## src/hdl/pdsl_pkg.sv

```systemverilog
// Package for the PLL divider serial loader.
// Holds the item types, frame constants and the frame builder function.
// Has no dependencies.
package pdsl_pkg;

    localparam int unsigned REF_WIDTH      = 16;
    localparam int unsigned RATIO_WIDTH    = 16;
    localparam int unsigned PRESCALE_BITS  = 5;
    localparam int unsigned MAIN_BITS      = 11;
    localparam int unsigned FRAME_BITS     = 19;
    localparam int unsigned COUNT_WIDTH    = $clog2(FRAME_BITS + 1);

    localparam logic [REF_WIDTH-1:0] REF_RESET = 16'h8961;

    localparam logic MODE_REFERENCE = 1'b0;
    localparam logic MODE_DIVIDER   = 1'b1;

    localparam logic [COUNT_WIDTH-1:0] REF_FRAME_LEN = COUNT_WIDTH'(REF_WIDTH);
    localparam logic [COUNT_WIDTH-1:0] DIV_FRAME_LEN = COUNT_WIDTH'(FRAME_BITS);

    typedef struct packed {
        logic                   mode;
        logic [RATIO_WIDTH-1:0] divide_ratio;
    } t_req;

    typedef struct packed {
        logic data_bit;
        logic latch_pulse;
        logic last;
    } t_result;

    typedef struct packed {
        logic [FRAME_BITS-1:0]  word;
        logic [COUNT_WIDTH-1:0] nbits;
    } t_frame;

    // The frame is left-aligned so the first bit sent is always the MSB.
    function automatic t_frame build_frame(t_req req, logic [REF_WIDTH-1:0] ref_word);
        t_frame f;
        if (req.mode == MODE_REFERENCE) begin
            f.word  = {ref_word, {(FRAME_BITS - REF_WIDTH){1'b0}}};
            f.nbits = REF_FRAME_LEN;
        end else begin
            f.word  = {req.divide_ratio[RATIO_WIDTH-1 -: MAIN_BITS], 2'b00,
                       req.divide_ratio[PRESCALE_BITS-1:0], 1'b0};
            f.nbits = DIV_FRAME_LEN;
        end
        return f;
    endfunction

endpackage

```

## src/hdl/pdsl_framer.sv

```systemverilog
// Input stage of the PLL divider serial loader.
// Registers one request as a ready-to-send frame; uses pdsl_pkg.
module pdsl_framer
    import pdsl_pkg::*;
(
    input  logic                 i_clk,
    input  logic                 i_rst_n,
    input  logic                 i_in_valid,
    output logic                 o_in_ready,
    input  t_req                 i_in,
    input  logic [REF_WIDTH-1:0] i_reference_word,
    output logic                 o_frame_valid,
    input  logic                 i_frame_ready,
    output t_frame               o_frame
);

    logic   r_valid;
    t_frame r_frame;
    logic   n_valid;

    assign o_in_ready    = !r_valid || i_frame_ready;
    assign o_frame_valid = r_valid;
    assign o_frame       = r_frame;

    always_comb begin
        n_valid = r_valid;
        if (o_in_ready) begin
            n_valid = i_in_valid;
        end
    end

    always_ff @(posedge i_clk) begin
        if (!i_rst_n) begin
            r_valid <= 1'b0;
        end else begin
            r_valid <= n_valid;
        end
        if (o_in_ready && i_in_valid) begin
            r_frame <= build_frame(i_in, i_reference_word);
        end
    end

endmodule

```

## src/hdl/pdsl_shifter.sv

```systemverilog
// Serializer of the PLL divider serial loader.
// Shifts a frame out one bit per item and closes it with a latch item; uses pdsl_pkg.
module pdsl_shifter
    import pdsl_pkg::*;
(
    input  logic    i_clk,
    input  logic    i_rst_n,
    input  logic    i_frame_valid,
    output logic    o_frame_ready,
    input  t_frame  i_frame,
    output logic    o_out_valid,
    input  logic    i_out_ready,
    output t_result o_out
);

    logic                   r_busy;
    logic [FRAME_BITS-1:0]  r_word;
    logic [COUNT_WIDTH-1:0] r_remain;
    logic                   r_out_valid;
    t_result                r_out;

    logic    slot_free;
    logic    emit;
    logic    load;
    t_result slot;

    assign slot_free     = !r_out_valid || i_out_ready;
    assign emit          = r_busy && slot_free;
    assign o_frame_ready = !r_busy || (emit && (r_remain == '0));
    assign load          = o_frame_ready && i_frame_valid;

    always_comb begin
        if (r_remain != '0) begin
            slot = '{data_bit: r_word[FRAME_BITS-1], latch_pulse: 1'b0, last: 1'b0};
        end else begin
            slot = '{data_bit: 1'b0, latch_pulse: 1'b1, last: 1'b1};
        end
    end

    always_ff @(posedge i_clk) begin
        if (!i_rst_n) begin
            r_busy      <= 1'b0;
            r_out_valid <= 1'b0;
        end else begin
            if (load) begin
                r_busy <= 1'b1;
            end else if (emit && (r_remain == '0)) begin
                r_busy <= 1'b0;
            end
            if (slot_free) begin
                r_out_valid <= r_busy;
            end
        end
        if (load) begin
            r_word   <= i_frame.word;
            r_remain <= i_frame.nbits;
        end else if (emit && (r_remain != '0)) begin
            r_word   <= {r_word[FRAME_BITS-2:0], 1'b0};
            r_remain <= r_remain - 1'b1;
        end
        if (emit) begin
            r_out <= slot;
        end
    end

    assign o_out_valid = r_out_valid;
    assign o_out       = r_out;

    a_latch_is_last: assert property (@(posedge i_clk) disable iff (!i_rst_n)
        o_out_valid |-> (o_out.latch_pulse == o_out.last))
        else $error("Latch item and last flag disagree.");

    a_latch_data_zero: assert property (@(posedge i_clk) disable iff (!i_rst_n)
        (o_out_valid && o_out.latch_pulse) |-> !o_out.data_bit)
        else $error("Data bit set during the latch item.");

    a_remain_range: assert property (@(posedge i_clk) disable iff (!i_rst_n)
        r_busy |-> (r_remain <= DIV_FRAME_LEN))
        else $error("Bit count out of range.");

    a_load_when_free: assert property (@(posedge i_clk) disable iff (!i_rst_n)
        load |=> r_busy)
        else $error("Frame loaded but serializer not busy.");

endmodule

```

## src/hdl/pll_divider_serial_loader.sv

```systemverilog
// The first item of a request passes the framer register, the shifter word register and the output register.
// Throughput: one output item per cycle while i_out_ready is high; a reference request gives 17 items and a
// divider request 20, and the next request is taken while the current one shifts out.
// Reset clears all valid flags and loads the reference word with 0x8961.
// Top level of the PLL divider serial loader; uses pdsl_pkg, pdsl_framer, pdsl_shifter.
module pll_divider_serial_loader
    import pdsl_pkg::*;
(
    input  logic                 i_clk,
    input  logic                 i_rst_n,
    input  logic                 i_in_valid,
    output logic                 o_in_ready,
    input  t_req                 i_in,
    output logic                 o_out_valid,
    input  logic                 i_out_ready,
    output t_result              o_out,
    input  logic                 i_cfg_wr_en,
    input  logic [REF_WIDTH-1:0] i_cfg_wr_data
);

    logic [REF_WIDTH-1:0] r_reference_word;
    logic                 frame_valid;
    logic                 frame_ready;
    t_frame               frame;

    always_ff @(posedge i_clk) begin
        if (!i_rst_n) begin
            r_reference_word <= REF_RESET;
        end else if (i_cfg_wr_en) begin
            r_reference_word <= i_cfg_wr_data;
        end
    end

    pdsl_framer u_framer (
        .i_clk            (i_clk),
        .i_rst_n          (i_rst_n),
        .i_in_valid       (i_in_valid),
        .o_in_ready       (o_in_ready),
        .i_in             (i_in),
        .i_reference_word (r_reference_word),
        .o_frame_valid    (frame_valid),
        .i_frame_ready    (frame_ready),
        .o_frame          (frame)
    );

    pdsl_shifter u_shifter (
        .i_clk         (i_clk),
        .i_rst_n       (i_rst_n),
        .i_frame_valid (frame_valid),
        .o_frame_ready (frame_ready),
        .i_frame       (frame),
        .o_out_valid   (o_out_valid),
        .i_out_ready   (i_out_ready),
        .o_out         (o_out)
    );

endmodule
```

## config.mk

```make
export PLATFORM = sky130hd
export DESIGN_NAME = pll_divider_serial_loader
export DESIGN_NICKNAME = d
export VERILOG_FILES = /design/src/hdl/pdsl_pkg.sv /design/src/hdl/pdsl_framer.sv /design/src/hdl/pdsl_shifter.sv /design/src/hdl/pll_divider_serial_loader.sv
export SDC_FILE = /design/constraint.sdc
export NUM_CORES = 1
export LEC_CHECK = 0
export BUFFER_PORTS_ARGS = -buffer_cell sky130_fd_sc_hd__clkbuf_2
export CORE_MARGIN = 2
export CORE_UTILIZATION = 40
export CTS_BUF_LIST = sky130_fd_sc_hd__clkbuf_8
export CTS_CLUSTER_DIAMETER = 100
export DETAILED_ROUTE_END_ITERATION = 10
export PLACE_DENSITY = 0.69
export SYNTH_ARGS = -nofsm -noshare
export SYNTH_HDL_FRONTEND = slang
export SYNTH_HIERARCHICAL = 1
export SYNTH_SLANG_ARGS = --single-unit
```

## constraint.sdc

```tcl
create_clock -name i_clk -period 2.7 [get_ports i_clk]
set_input_delay 0.54 -clock i_clk [delete_from_list [all_inputs] [get_ports i_clk]]
set_output_delay 0.54 -clock i_clk [all_outputs]
set_load 0.005 [all_outputs]
```

* Yosys cells after proc, flatten, opt, wreduce, memory -nomap -nowiden
Cells that the tools add are included.
** Operators by class
- Reduce and logical (&&, ||, !) cells :: 15
- Add/sub/neg operators :: 1
- Mux-type cells :: 8
** Operators with widths (count)
- 2-to-1 mux 19 bit :: 2
- 2-to-1 mux 24 bit :: 1
- 2-to-1 mux 5 bit :: 2
- logical AND 1 bit :: 5
- zero test 5 bit :: 1
- nonzero test 5 bit :: 1
- subtractor 5 x 1 -> 5 bit (second input constant) :: 1
- nonzero test 2 bit :: 2
- zero test 1 bit :: 3
- logical OR 1 bit :: 3
- 2-to-1 mux 1 bit :: 2
- 2-to-1 mux 2 bit :: 1
** Storage, ports and cells
- Output and inout port bits :: 5
- Input bits :: 38
- Register bits :: 70
- Logic and storage cells :: 37

* Depth between registers and ports, before layout
- Depth in word-level cells :: 7
- Depth in mapped cells :: 6
- Mapped depth without buffers :: 6

* Modules after synthesis
Netlist, hierarchy kept.
** By module, submodules not included
- pdsl_shifter :: area an instance 1361.3 sq um, cells an instance 77, instances 1
- pdsl_framer :: area an instance 903.4 sq um, cells an instance 51, instances 1
- pll_divider_serial_loader :: area an instance 600.6 sq um, cells an instance 51, instances 1

* Worst setup path before layout
Ideal clock, no wire load.
- Path type :: reg-to-reg
- Start point :: register u_shifter.r_remain[0]
- End point :: register u_shifter.r_remain[0] (enable)
- Required time :: 2287 ps
- Arrival time :: 2075 ps
- Cell stages (with the launch flop) :: 6
- Slack :: 212 ps
- Cells stage by stage :: edfxtp_1 inv_1 ha_1 or4b_4 a21oi_1 a21oi_1
** On the way
- Word-level cells in the longest chain between the ends :: 5
- Elaborated cells on any way between the ends :: 7
** Ends and longest elaborated chain
- start, declared :: line pdsl_shifter.sv:18 : logic [COUNT_WIDTH-1:0] r_remain;
- start signal, assigned :: line pdsl_shifter.sv:56 : r_remain <= i_frame.nbits;
- start signal, assigned :: line pdsl_shifter.sv:59 : r_remain <= r_remain - 1'b1;
- zero test 5 bit :: line pdsl_shifter.sv:29 : assign o_frame_ready = !r_busy || (emit && (r_remain == '0));
- logical AND 1 bit :: line pdsl_shifter.sv:29
- logical OR 1 bit :: line pdsl_shifter.sv:29
- logical AND 1 bit :: line pdsl_shifter.sv:30 : assign load = o_frame_ready && i_frame_valid;
- nonzero test 2 bit (no line) *
Every way passes the cells marked *; elsewhere a longest branch is shown, timed or not.
A chain may end at the register's enable or synchronous reset.

* Worst setup path after layout
- Start point :: register u_shifter.r_remain[0]
- End point :: output port o_in_ready
** On the way
- Word-level cells in the longest chain between the ends :: 4
** Ends and longest elaborated chain
- zero test 5 bit :: line pdsl_shifter.sv:29
- logical AND 1 bit :: line pdsl_shifter.sv:29
- logical OR 1 bit :: line pdsl_shifter.sv:29
- named net frame_ready :: line pll_divider_serial_loader.sv:23 : logic frame_ready;
- logical OR 1 bit :: line pdsl_framer.sv:21 : assign o_in_ready = !r_valid || i_frame_ready;
- end, declared :: line pll_divider_serial_loader.sv:12 : output logic o_in_ready,
The timed path passes the listed nets, and every way through them passes these cells.

==> flow_summary_export.csv <==
group,metric,value,unit
synthesis,synth_edf_count,45,
power_and_ir_drop,power.leakage,1.43,nW
cts,cts_tree,"yes",
floorplanning,coreArea,0.00687,mm2
synthesis,synth_top_area_share,47.2,%
routing,vias,1463,
synthesis,synth_area_leaders,"edfxtp_1 (47%), dfxtp_1 (13%), mux2_4 (13%)",
synthesis,synth_top_area_cell,"edfxtp_1",
routing,via_per_inst,4.52,
sta,rsz0062_at_grt,"no",
synthesis,synth.distinct_cells,28,
floorplanning,io_pins,43,
synthesis,syn_avg_cell_area,16.0,um2
sta,slew_headroom,62.7,%
final_layout,finalNetCount,262,
place,placedCellCount,308,
critical_path,end_kind,"primary output",
sta,timing.final.crit_share,93.8,%
flow_run,cap_violations,0,
floorplanning,die_area,0.00786,mm2
grt,track_usage,12.4,%
place,place_area,0.00307,mm2
sta,worst_clock_skew,0.00503,ns
final_layout,final_cell_mix,"edfxtp_1 (45), clkbuf_2 (42), mux2_4 (25)",
final_layout,diodes,0,
critical_path,critPathLaunchType,"flop",
cts,clk_pin_slew,0.07,ns
sta,finalMaxSlewViolations,0,
floorplanning,die_y,88.6,um
power_and_ir_drop,ir_worst_vdd,0.417,mV
floorplanning,start_util,41.7,%
synthesis,postSynth.asyncResetShare,0,%
cts,post_cts_buffers,0,
synthesis,seq_area_frac_synth,60.4,%
cts,cts_made_buffers,9,
cts,cts_sinks,64,
critical_path,crit_required,2.16,ns
synthesis,syn-cell-area,0.00287,mm2
grt,grt_pass1_wl,6860,um
routing,first_pass_iters,3,
floorplanning,dieWidth,88.6,um
place,gp_congestion,0.710,
cts,cts_buffer_depth,2,
cts,cts_root_buf,"clkbuf_8",
floorplanning,placementRows,30,
routing,drcViolationCount,0,
final_layout,drive_above_1_share,45.2,%
critical_path,critical_path_class,"flop to primary output",
synthesis,ys_ff_latch,64,
grt,grt_pass1_vias,1413,
synthesis,synth-main-ff-cell,"edfxtp_1",
critical_path,cp_cell_sequence,"inv_1, ha_1, or4b_4, o21ai_1, nand2b_1, clkbuf_2",
critical_path,crit_path_top_delay_cell,"or4b_4",
critical_path,cp_max_fo,5,
sta,fmax,395,MHz
place,hpwlAfterDp,2810,um
worst_hold_path,min_path_type,"primary input to flop",
cts,htree_levels,3,
final_layout,fin_area,0.00332,mm2
synthesis,synth-warning-count,6,
sta,min_period,2.53,ns
place,port_buffers,42,
sta,tns,0,ns
routing,drtIter0Drc,54,
routing,routed_wl,4270,um
critical_path,crit_arrival,1.99,ns
cts,clk_latency,0.33,ns
final_layout,layout_commonest_cell,"edfxtp_1",
synthesis,synth_cells,179,
routing,drtAntennaViolNets,0,
run_status,outcome,"finished, final reports clean",
critical_path,critPathMaxStageDelay,0.51,ns
sta,worst_pin_slew,0.559,ns
sta,setup_viol,0,
final_layout,area_growth,15.7,%
sta,hold_viol_final,0,
grt,overflow,0,
final_layout,fin_cells,324,
routing,wire_per_inst,13.2,um
power_and_ir_drop,power_density,739,mW/mm2
grt,antenna_found_initial,0,
grt,grt_max_degree,25,
-- synthesized netlist by cell type, drive strengths merged, types with 2 or more instances --
master / count
xor2: 3
mux2: 36
a21boi: 2
conb: 2
nand2b: 2
mux2i: 17
and2: 4
nand2: 6
buf: 12
a21oi: 2
and2b: 2
nor2b: 12
inv: 6
dfxtp: 19
edfxtp: 45
-- final timing paths --
path,endpoint,depth (start not counted),start,slack [ns]
max reg2reg,u_shifter/r_word[3]$_DFFE_PP_,5,u_shifter/r_remain[0]$_DFFE_PP_,0.44
min reg2reg,r_reference_word[0]$_SDFFE_PN1P_,2,r_reference_word[0]$_SDFFE_PN1P_,0.47
max,o_in_ready,6,u_shifter/r_remain[0]$_DFFE_PP_,0.17
min,r_reference_word[8]$_SDFFE_PN1P_,3,i_cfg_wr_data[8],0.42
-- power by group --
part	internal, W	total, W	switching [W]
combinational	0.000157	0.000263	0.000106
clock	0.000635	0.000985	0.000350
sequential	0.00117	0.00120	0.0000375
-- registers in the layout, indices dropped and copies added (netlist names) --
register / count
r_reference_word: 16
u_framer/o_frame: 19
u_framer/o_frame_valid: 1
u_shifter/o_out: 2
u_shifter/o_out_valid: 1
u_shifter/r_busy: 1
u_shifter/r_remain: 5
u_shifter/r_word: 19
-- area by class of cell --
class	instances	area, um2
inverters	6	22.5
multi-input cells	98	971
clock buffers	10	138
flip-flops and latches	64	1730
fillers	602	3550
repair buffers	44	225
clock inverters	6	108
well taps	96	120
-- cells by family (layout without fill, tap and decap cells) --
logic type                 Yosys count  after routing  synth area share (%)
AOI/OAI and AO/OA                    7              7                  1.92
xor gates and xnor gates             3              3                 0.917
adders and majority gates            1              1                 0.437
buffers and inverters               19             66                  6.07
DFF                                 64             64                  60.4
muxes                               53             53                  23.4
other                                2              4                 0.262
and+or+nand+nor                     30             30                  6.59
-- through the flow --
step | utilization (%) | hold slack [ns] | power [W] | setup slack [ns]
after detailed placement | 44.7 | 0.456 | 0.00149 | 0.394
after floorplan | - | 0.437 | 0.00144 | 0.212
after CTS | 48.3 | 0.401 | 0.00249 | 0.0591
after global routing | 48.3 | 0.420 | 0.00256 | 0.0601
after global placement | 44.7 | 0.449 | 0.00148 | 0.448
final | 48.3 | 0.421 | 0.00245 | 0.168
-- worst max-delay path: cells and delay by family (launching register included) --
kind / cells / cell delay (ns)
AO/OA/AOI/OAI: 1 / 0.19
AND/OR/NAND/NOR: 2 / 0.68
flip-flops: 1 / 0.38
buffers and inverters: 2 / 0.22
adder cells (fa/ha/maj): 1 / 0.19
-- metal layers --
metal	vias up	wire, um	global-route usage [%]
met4	0	83	6.20
met3	6	209	5.32
met1	705	1970	15.2
li1	720	-	-
met2	32	2000	18.6
met5	-	0	0
-- repair_timing --
action,4_1_cts,5_1_grt
endpoints found under the setup margin,0,1
hold buffers,0,0
resized for setup,0,1
Power figures use the tool's default switching activity.
